## config.mk

```make
export PLATFORM = sky130hd
export DESIGN_NAME = windowed_send_rate_limiter
export DESIGN_NICKNAME = d
export VERILOG_FILES = /design/src/hw/rtl/wsrl_pkg.sv /design/src/hw/rtl/wsrl_serdiv.sv /design/src/hw/rtl/windowed_send_rate_limiter.sv
export SDC_FILE = /design/constraint.sdc
export NUM_CORES = 1
export LEC_CHECK = 0
export BUFFER_PORTS_ARGS = -buffer_cell sky130_fd_sc_hd__buf_2
export CAP_MARGIN = 20
export CORE_ASPECT_RATIO = 0.75
export CORE_UTILIZATION = 50
export CTS_CLUSTER_DIAMETER = 150
export DETAILED_ROUTE_END_ITERATION = 6
export HOLD_SLACK_MARGIN = 0.1
export PLACE_DENSITY = 0.68
export SLEW_MARGIN = 15
export SYNTH_ARGS = -nofsm -noshare
export SYNTH_HDL_FRONTEND = slang
export SYNTH_SLANG_ARGS = --single-unit
```

## constraint.sdc

```tcl
create_clock -name clock -period 13.05 [get_ports clock]
set_input_delay 2.61 -clock clock [delete_from_list [all_inputs] [get_ports clock]]
set_output_delay 2.61 -clock clock [all_outputs]
set_load 0.01 [all_outputs]
```

## src/hw/rtl/wsrl_pkg.sv

```systemverilog
// ---------------------------------------------------------------------------
// Windowed send-rate limiter package
// Field widths, codes and state encoding shared by the limiter's files.
// ---------------------------------------------------------------------------
package wsrl_pkg;

   localparam int RATE_W    = 24;
   localparam int DIVF_W    = 5;
   localparam int SIZE_W    = 16;
   localparam int TIME_W    = 32;
   localparam int GAP_W     = 26;
   localparam int TOTAL_W   = 23;
   localparam int DROP_W    = 32;
   localparam int CSR_IDX_W = 2;
   localparam int MPLIER_W  = 10;
   localparam int MUL_CNT_W = 4;

   localparam logic [TOTAL_W-1:0]   TOTAL_MAX  = '1;
   localparam logic [MPLIER_W-1:0]  MS_PER_SEC = 10'd1000;

   localparam logic [CSR_IDX_W-1:0] CSR_RATE       = 2'd0;
   localparam logic [CSR_IDX_W-1:0] CSR_SERVER_DIV = 2'd1;
   localparam logic [CSR_IDX_W-1:0] CSR_CLIENT_DIV = 2'd2;

   typedef enum logic [1:0] {
      ACT_CHECK   = 2'd0,
      ACT_SEND    = 2'd1,
      ACT_GATE    = 2'd2,
      ACT_ADVANCE = 2'd3
   } action_type;

   typedef enum logic [2:0] {
      ST_IDLE,
      ST_SUM,
      ST_MUL,
      ST_DIV_GO,
      ST_DIV_WAIT,
      ST_FINISH
   } state_type;

endpackage

```

## src/hw/rtl/wsrl_serdiv.sv

```systemverilog
// ---------------------------------------------------------------------------
// Serial restoring divider
// Produces one quotient bit per cycle; done pulses after the last bit.
// ---------------------------------------------------------------------------
module wsrl_serdiv #(
   parameter int DIVIDEND_W = 26,
   parameter int DIVISOR_W  = 24
) (
   input  logic                  clock,
   input  logic                  reset,
   input  logic                  start,
   input  logic [DIVIDEND_W-1:0] dividend,
   input  logic [DIVISOR_W-1:0]  divisor,
   output logic                  done,
   output logic [DIVIDEND_W-1:0] quotient
);

   localparam int CNT_W = $clog2(DIVIDEND_W + 1);

   logic [DIVISOR_W-1:0]  div_ff;
   logic [DIVISOR_W-1:0]  rem_ff;
   logic [DIVIDEND_W-1:0] quo_ff;
   logic [CNT_W-1:0]      cnt_ff;
   logic                  done_ff;

   logic [DIVISOR_W:0]    trial;
   logic [DIVISOR_W:0]    diff;
   logic                  fits;

   // The partial remainder stays below the divisor, so the difference
   // always fits back into the remainder register.
   assign trial = {rem_ff, quo_ff[DIVIDEND_W-1]};
   assign diff  = trial - {1'b0, div_ff};
   assign fits  = trial >= {1'b0, div_ff};

   always_ff @(posedge clock) begin
      if (reset) begin
         cnt_ff  <= '0;
         done_ff <= 1'b0;
      end else begin
         done_ff <= (cnt_ff == CNT_W'(1));
         if (start) begin
            cnt_ff <= CNT_W'(DIVIDEND_W);
         end else if (cnt_ff != '0) begin
            cnt_ff <= cnt_ff - CNT_W'(1);
         end
      end
   end

   always_ff @(posedge clock) begin
      if (start) begin
         div_ff <= divisor;
         rem_ff <= '0;
         quo_ff <= dividend;
      end else if (cnt_ff != '0) begin
         rem_ff <= fits ? diff[DIVISOR_W-1:0] : trial[DIVISOR_W-1:0];
         quo_ff <= {quo_ff[DIVIDEND_W-2:0], fits};
      end
   end

   assign done     = done_ff;
   assign quotient = quo_ff;

endmodule

```

## src/hw/rtl/windowed_send_rate_limiter.sv

```systemverilog
// ---------------------------------------------------------------------------
// Windowed send-rate limiter
// Per-connection bandwidth limiter over a ring of recent frame sizes.
// ---------------------------------------------------------------------------
// Usage: an item is taken at a clock edge where start is high and busy is
// low; req_action selects check, record send, gate query or advance. Each
// item yields exactly one result, shown on the rsp_ ports for one cycle
// while rsp_valid is high. The receiver cannot stall, so nothing waits.
// Configuration registers (rate, server divisor, client divisor) are
// written through the csr_ channel, which is always ready; they should be
// written only while busy is low.
// Steps from the accepting edge to the edge that raises rsp_valid:
//   check with a nonzero rate: the slot-by-slot summing pass, the
//     ten-step shift-add multiplier, the one-bit-per-cycle divider,
//     then the commit state;
//   record send with a nonzero rate: the multiplier, the divider,
//     then the commit state;
//   everything else: the commit state alone.
// One item is in work at a time; busy is low again in the cycle of the
// result strobe, so the next item may be taken at the edge that ends it.
// Reset (synchronous, active high) clears the window, the slot index, the
// send time, the gap, the drop counter, and sets the rate to zero (no
// limiting) and both divisors to one.
// ---------------------------------------------------------------------------
module windowed_send_rate_limiter #(
   parameter int WINDOW_FRAMES = 8
) (
   input  logic                             clock,
   input  logic                             reset,
   input  logic                             start,
   output logic                             busy,
   input  logic [1:0]                       req_action,
   input  logic [wsrl_pkg::SIZE_W-1:0]      req_packet_size,
   input  logic [wsrl_pkg::TIME_W-1:0]      req_now_ms,
   input  logic                             req_is_spawned,
   output logic                             rsp_valid,
   output logic                             rsp_suppressed,
   output logic [wsrl_pkg::TOTAL_W-1:0]     rsp_window_total,
   output logic                             rsp_may_send,
   output logic [wsrl_pkg::GAP_W-1:0]       rsp_delay_ms,
   output logic [wsrl_pkg::DROP_W-1:0]      rsp_drop_count,
   input  logic                             csr_valid,
   output logic                             csr_ready,
   input  logic [wsrl_pkg::CSR_IDX_W-1:0]   csr_index,
   input  logic [wsrl_pkg::RATE_W-1:0]      csr_wdata
);

   import wsrl_pkg::*;

   // The window sum needs room for WINDOW_FRAMES full-size packets; the
   // divider dividend must hold both the scaled sum and size * 1000.
   localparam int SLOT_W = $clog2(WINDOW_FRAMES);
   localparam int SUM_W  = SIZE_W + SLOT_W;
   localparam int PROD_W = SUM_W + DIVF_W;
   localparam int QUO_W  = (PROD_W > GAP_W) ? PROD_W : GAP_W;
   localparam logic [SLOT_W-1:0] LAST_SLOT = SLOT_W'(WINDOW_FRAMES - 1);

   // Control state.
   state_type            state_ff, state_in;
   logic [RATE_W-1:0]    rate_ff;
   logic [DIVF_W-1:0]    sdiv_ff;
   logic [DIVF_W-1:0]    cdiv_ff;
   logic [SIZE_W-1:0]    window_ff [WINDOW_FRAMES];
   logic [SLOT_W-1:0]    slot_ff;
   logic [TIME_W-1:0]    last_send_ff;
   logic [GAP_W-1:0]     gap_ff;
   logic [DROP_W-1:0]    drops_ff;
   logic                 rsp_valid_ff;

   // Captured item and serial datapath.
   action_type           action_ff;
   logic [SIZE_W-1:0]    size_ff;
   logic [TIME_W-1:0]    now_ff;
   logic                 spawned_ff;
   logic [SLOT_W-1:0]    sum_idx_ff;
   logic [QUO_W-1:0]     acc_ff;
   logic [QUO_W-1:0]     mcand_ff;
   logic [MPLIER_W-1:0]  mplier_ff;
   logic [MUL_CNT_W-1:0] mul_cnt_ff;

   // Result registers.
   logic                 suppressed_ff;
   logic [TOTAL_W-1:0]   total_ff;
   logic                 may_send_ff;
   logic [GAP_W-1:0]     delay_ff;
   logic [DROP_W-1:0]    drop_count_ff;

   // FSM outputs.
   logic                 accept;
   logic                 div_start;
   logic                 finish;

   // Datapath.
   action_type           req_act;
   logic                 rate_on;
   logic [QUO_W-1:0]     sum_next;
   logic [QUO_W-1:0]     mul_next;
   logic [RATE_W-1:0]    divisor;
   logic                 div_done;
   logic [QUO_W-1:0]     quotient;
   logic                 is_check;
   logic                 suppress;
   logic [TOTAL_W-1:0]   total;
   logic [TIME_W-1:0]    elapsed;
   logic                 may_send;
   logic [GAP_W-1:0]     gap_next;
   logic [DROP_W-1:0]    drops_next;

   assign req_act = action_type'(req_action);
   assign rate_on = (rate_ff != '0);

   // -----------------------------------------------------------------------
   // Sequencer: sum (check), multiply, divide (check, send), commit.
   // -----------------------------------------------------------------------
   always_comb begin
      state_in = state_ff;
      unique case (state_ff)
         ST_IDLE: begin
            if (start) begin
               priority if (req_act == ACT_CHECK && rate_on) begin
                  state_in = ST_SUM;
               end else if (req_act == ACT_SEND && rate_on) begin
                  state_in = ST_MUL;
               end else begin
                  state_in = ST_FINISH;
               end
            end
         end
         ST_SUM: begin
            if (sum_idx_ff == LAST_SLOT) begin
               state_in = ST_MUL;
            end
         end
         ST_MUL: begin
            if (mul_cnt_ff == MUL_CNT_W'(1)) begin
               state_in = ST_DIV_GO;
            end
         end
         ST_DIV_GO: begin
            state_in = ST_DIV_WAIT;
         end
         ST_DIV_WAIT: begin
            if (div_done) begin
               state_in = ST_FINISH;
            end
         end
         ST_FINISH: begin
            state_in = ST_IDLE;
         end
         default: begin
            state_in = ST_IDLE;
         end
      endcase
   end

   always_comb begin
      busy      = (state_ff != ST_IDLE);
      accept    = start && (state_ff == ST_IDLE);
      div_start = (state_ff == ST_DIV_GO);
      finish    = (state_ff == ST_FINISH);
   end

   // -----------------------------------------------------------------------
   // Serial arithmetic. The sum walks the ring one slot per cycle; the
   // multiplier takes one multiplier bit per cycle, LSB first.
   // -----------------------------------------------------------------------
   assign sum_next = acc_ff + QUO_W'(window_ff[sum_idx_ff]);
   assign mul_next = mplier_ff[0] ? (acc_ff + mcand_ff) : acc_ff;

   // A client divisor of zero behaves as one.
   always_comb begin
      if (action_ff == ACT_CHECK) begin
         divisor = (cdiv_ff == '0) ? RATE_W'(1) : RATE_W'(cdiv_ff);
      end else begin
         divisor = rate_ff;
      end
   end

   wsrl_serdiv #(
      .DIVIDEND_W (QUO_W),
      .DIVISOR_W  (RATE_W)
   ) u_serdiv (
      .clock    (clock),
      .reset    (reset),
      .start    (div_start),
      .dividend (acc_ff),
      .divisor  (divisor),
      .done     (div_done),
      .quotient (quotient)
   );

   // -----------------------------------------------------------------------
   // Result of the item, evaluated in the commit cycle.
   // -----------------------------------------------------------------------
   always_comb begin
      is_check = (action_ff == ACT_CHECK) && rate_on;
      suppress = is_check && (quotient > QUO_W'(rate_ff));
      if (!is_check) begin
         total = '0;
      end else if (quotient > QUO_W'(TOTAL_MAX)) begin
         total = TOTAL_MAX;
      end else begin
         total = quotient[TOTAL_W-1:0];
      end
      // Wrapping difference, so a timer rollover still compares correctly.
      elapsed  = now_ff - last_send_ff;
      may_send = (action_ff == ACT_GATE) && (elapsed >= TIME_W'(gap_ff));
      if (action_ff == ACT_SEND) begin
         gap_next = rate_on ? quotient[GAP_W-1:0] : '0;
      end else begin
         gap_next = gap_ff;
      end
      drops_next = suppress ? (drops_ff + DROP_W'(1)) : drops_ff;
   end

   // -----------------------------------------------------------------------
   // Control and architectural state.
   // -----------------------------------------------------------------------
   always_ff @(posedge clock) begin
      if (reset) begin
         state_ff     <= ST_IDLE;
         rate_ff      <= '0;
         sdiv_ff      <= DIVF_W'(1);
         cdiv_ff      <= DIVF_W'(1);
         slot_ff      <= '0;
         last_send_ff <= '0;
         gap_ff       <= '0;
         drops_ff     <= '0;
         rsp_valid_ff <= 1'b0;
         for (int i = 0; i < WINDOW_FRAMES; i++) begin
            window_ff[i] <= '0;
         end
      end else begin
         state_ff     <= state_in;
         rsp_valid_ff <= finish;

         if (csr_valid) begin
            unique case (csr_index)
               CSR_RATE:       rate_ff <= csr_wdata;
               CSR_SERVER_DIV: sdiv_ff <= csr_wdata[DIVF_W-1:0];
               CSR_CLIENT_DIV: cdiv_ff <= csr_wdata[DIVF_W-1:0];
               default: begin
               end
            endcase
         end

         if (finish) begin
            gap_ff   <= gap_next;
            drops_ff <= drops_next;
            if (suppress) begin
               window_ff[slot_ff] <= '0;
            end
            if (action_ff == ACT_SEND) begin
               last_send_ff <= now_ff;
               if (rate_on && spawned_ff) begin
                  window_ff[slot_ff] <= size_ff;
               end
            end
            if (action_ff == ACT_ADVANCE) begin
               slot_ff <= (slot_ff == LAST_SLOT) ? '0 : (slot_ff + SLOT_W'(1));
            end
         end
      end
   end

   // -----------------------------------------------------------------------
   // Item capture and serial datapath registers.
   // -----------------------------------------------------------------------
   always_ff @(posedge clock) begin
      if (accept) begin
         action_ff  <= req_act;
         size_ff    <= req_packet_size;
         now_ff     <= req_now_ms;
         spawned_ff <= req_is_spawned;
         sum_idx_ff <= '0;
         acc_ff     <= '0;
         mcand_ff   <= QUO_W'(req_packet_size);
         mplier_ff  <= MS_PER_SEC;
         mul_cnt_ff <= MUL_CNT_W'(MPLIER_W);
      end else if (state_ff == ST_SUM) begin
         sum_idx_ff <= sum_idx_ff + SLOT_W'(1);
         if (sum_idx_ff == LAST_SLOT) begin
            // Hand the finished sum to the multiplier as the multiplicand.
            mcand_ff   <= sum_next;
            acc_ff     <= '0;
            mplier_ff  <= MPLIER_W'(sdiv_ff);
            mul_cnt_ff <= MUL_CNT_W'(MPLIER_W);
         end else begin
            acc_ff <= sum_next;
         end
      end else if (state_ff == ST_MUL) begin
         acc_ff     <= mul_next;
         mcand_ff   <= {mcand_ff[QUO_W-2:0], 1'b0};
         mplier_ff  <= {1'b0, mplier_ff[MPLIER_W-1:1]};
         mul_cnt_ff <= mul_cnt_ff - MUL_CNT_W'(1);
      end
   end

   always_ff @(posedge clock) begin
      if (finish) begin
         suppressed_ff <= suppress;
         total_ff      <= total;
         may_send_ff   <= may_send;
         delay_ff      <= gap_next;
         drop_count_ff <= drops_next;
      end
   end

   assign csr_ready        = 1'b1;
   assign rsp_valid        = rsp_valid_ff;
   assign rsp_suppressed   = suppressed_ff;
   assign rsp_window_total = total_ff;
   assign rsp_may_send     = may_send_ff;
   assign rsp_delay_ms     = delay_ff;
   assign rsp_drop_count   = drop_count_ff;

endmodule

```

==> impl_metrics.py <==
metrics = {
    "setup_path": {
        "rr_startpoint": "now_ff[0]",
        "reg2reg_depth": 18,
        "crit_path_end_kind": "flop",
        "cp-start-kind": "input port",
        "crit_type": "in2reg",
        "cp.required_ns": 13.27,
        "regToRegEndpoint": "rsp_may_send",
        "regToRegSetupSlack_ns": 8.07,
        "crit_fanout": 35,
        "cp_cell_sequence": "buf_2 -> nand2_1 -> clkinv_2 -> buf_4 -> nor2_1 -> inv_1",
        "crit_slowest_cell": "clkinv_2",
        "slowest_delay_ns": 0.70,
        "arrival_ns": 5.55,
    },
    "logic_synthesis": {
        "synth_compound_area_frac": 0.149,
        "synth_top_family_by_area": "simple AND/OR/NAND/NOR gates",
        "synth_fp_nets": 3042,
        "synth_area_mm2": 0.0282,
        "synth.avg_cell_area_um2": 10.1,
        "synth_cells": 2802,
        "ys.flop_type": "edfxtp_1",
        "synthXorXnorAreaFrac": 0.0407,
        "synthArstFlopShare": 0,
        "ys_types": 88,
        "synth_mux_area_frac": 0.0480,
        "yosysSeqAreaShare": 0.503,
        "ys_ff_latch": 545,
        "synth_simple_gate_area_frac": 0.149,
        "synth_edf_count": 328,
        "synthAdderAreaFrac": 0.0716,
        "yosys_warnings": 0,
    },
    "timing": {
        "fin_crit_ns": 5.32,
        "rsz0062_at_grt": "false",
        "setup_viol": 0,
        "hold_viol_final": 0,
        "slew-limit-headroom": 0.337,
        "min_period_over_period": 0.408,
        "tightest_slew_ns": 0.993,
        "fin_tns_setup_ns": 0,
        "fmax_ghz": 0.188,
        "fin_worst_skew_ns": 0.0197,
        "maxSlewViolCount": 0,
    },
    "clocking": {
        "clockBufferDepth": 3,
        "cts-root-buf": "clkbuf_16",
        "clkLatencyLatePin_ns": 0.61,
        "cts_sinks": 545,
        "post_cts_buffers": 0,
        "cts_tree": "built",
        "cts.clk_slew.worst_paths_ns": 0.06,
        "h-tree-depth": 2,
        "postCtsHoldBufs": 0,
        "cts_inserted_buffers": 54,
        "ctsResizeCount": 0,
    },
    "drt": {
        "top_layer": "met5",
        "wire_per_inst_um": 20.0,
        "wl_met1_um": 33700,
        "drt_iter0_markers": 2166,
        "first_pass_iters": 5,
        "final_antenna_net_count": 0,
        "drc": 0,
        "drt_wl_total_um": 73900,
        "met2WireLength_um": 33300,
        "vias": 21827,
        "wl_met3_um": 5060,
        "vias_per_cell": 5.90,
    },
    "final_layout": {
        "drive_gt1_frac": 0.132,
        "area_growth_syn_to_layout_pct": 12.1,
        "final_common_cell": "nand2_1",
        "fin_nets": 3170,
        "layout_common_cells": "nand2_1 (356), edfxtp_1 (328), nor2_1 (297)",
        "final_cells": 3698,
    },
    "worst_hold_path": {
        "min_to": "last_send_ff[24]",
        "min_path_type": "reg2reg",
        "hp-start": "last_send_ff[24]",
        "hold_depth": 2,
    },
    "floorplan": {
        "initial_core_util": 0.512,
        "ios": 167,
        "chipHeight_um": 208,
        "die-area_mm2": 0.0574,
        "rows": 74,
        "die_x_um": 276,
        "fp.coreArea_mm2": 0.0551,
    },
    "grt": {
        "antenna_found_initial": 2,
        "grt_overflow": 0,
        "grt_max_degree": 87,
        "first_global_vias": 20827,
        "grt.total_usage": 0.255,
        "grt_pass1_wl_um": 116000,
    },
    "power_and_ir_drop": {
        "p_per_area_mw_per_mm2": 211,
        "power.leakage_nw": 12.1,
        "vdd_drop_max_uv": 106,
    },
    "job": {
        "maxCapViolations": 0,
    },
    "placed_design": {
        "place_hpwl_um": 52700,
        "gp_congestion": 0.939,
        "port_buffers": 165,
        "dp.cells": 3592,
    },
    "run_status": {
        "status": "finished, final reports clean",
    },
}
==> metrics by stage <==
stage / setup WS [ns] / util / hold WS [ns] / power, mW / area (um^2)
global route: 7.46 / 0.574 / 0.470 / 7.08 / 31600
detailed placement: 6.94 / 0.540 / 0.438 / 5.03 / 29700
finish: 7.73 / 0.574 / 0.454 / 6.68 / 31600
global placement: 7.10 / 0.539 / 0.437 / 4.95 / 29700
CTS: 7.55 / 0.573 / 0.457 / 6.66 / 31600
floorplan: 7.87 / - / 0.423 / 4.33 / 28200
==> flip-flops by register name, indices dropped and copies added (netlist names), 4 cells and up, named ones only <==
signal / flops
acc_ff: 26
cdiv_ff: 5
drops_ff: 32
gap_ff: 26
last_send_ff: 32
mcand_ff: 26
mplier_ff: 10
mul_cnt_ff: 4
now_ff: 32
rate_ff: 24
rsp_delay_ms: 26
rsp_drop_count: 32
rsp_window_total: 23
sdiv_ff: 5
size_ff: 16
u_serdiv.cnt_ff: 5
u_serdiv.div_ff: 24
u_serdiv.quotient: 26
u_serdiv.rem_ff: 24
window_ff: 128
==> cells by family after synthesis <==
logic type,after synthesis
AOI/OAI and AO/OA,652
xor gates and xnor gates,131
adders and majority gates,159
buffers and inverters,282
DFF,545
muxes,92
other,1
and+or+nand+nor,940
==> report_power, final <==
group	internal [mW]	total, mW	switching (mW)	leakage [nW]
clock	0.941	1.62	0.677	0.877
sequential	2.19	2.50	0.316	4.98
combinational	1.04	2.56	1.52	6.28
total	4.17	6.68	2.51	12.1
==> how the worst max path moves through the flow <==
stage | start | end | slack (ns) | cells after the start
global route | start | mcand_ff[5] | 7.46 | 6
detailed placement | start | acc_ff[20] | 6.94 | 8
global placement | start | acc_ff[20] | 7.10 | 8
CTS | start | acc_ff[20] | 7.55 | 8
floorplan | state_ff[0] | window_ff[0][0] | 7.87 | 8
finish | start | mcand_ff[1] | 7.73 | 6
==> Yosys cell counts, types with 17 or more instances <==
| cell type | n | share of area |
|---|---|---|
| nor3_1 | 43 | 0.0076 |
| edfxtp_1 | 328 | 0.35 |
| mux2i_1 | 35 | 0.012 |
| a22o_1 | 24 | 0.0075 |
| nand4_1 | 26 | 0.0058 |
| a21o_1 | 49 | 0.013 |
| o21ai_0 | 139 | 0.025 |
| nor2_1 | 298 | 0.040 |
| o21a_1 | 45 | 0.012 |
| nor4_1 | 17 | 0.0038 |
| ha_1 | 155 | 0.069 |
| xor2_1 | 51 | 0.016 |
| mux2_2 | 25 | 0.010 |
| and3_1 | 17 | 0.0038 |
| nor2b_1 | 30 | 0.0067 |
| xnor2_1 | 80 | 0.025 |
| clkbuf_1 | 107 | 0.014 |
| a211oi_1 | 28 | 0.0075 |
| dfxtp_1 | 217 | 0.15 |
| mux4_2 | 32 | 0.026 |
| nand2_1 | 356 | 0.047 |
| a22oi_1 | 18 | 0.0048 |
| nand3_1 | 73 | 0.013 |
| inv_1 | 144 | 0.019 |
| a21oi_1 | 207 | 0.037 |
==> worst max-delay path, delay by kind of cell <==
| kind | cells | cell delay (ns) |
|---|---|---|
| AND/OR/NAND/NOR | 2 | 1.06 |
| buffers and inverters | 4 | 1.81 |
==> routing by layer <==
layer / global-route usage / up-vias
met4: 0.0769 / 2
met1: 0.367 / 10565
met3: 0.0333 / 121
met5: 0 / -
li1: - / 10354
met2: 0.400 / 785
==> layout make-up <==
cell class	count	area, um^2
repair buffers	208	1190
diodes	1	2.50
clock inverters	25	287
flip-flops and latches	545	14200
fillers	4613	23500
clock buffers	76	1540
multi-input cells	1975	13000
well taps	722	903
inverters	146	551
(Power assumes the default switching activity.)
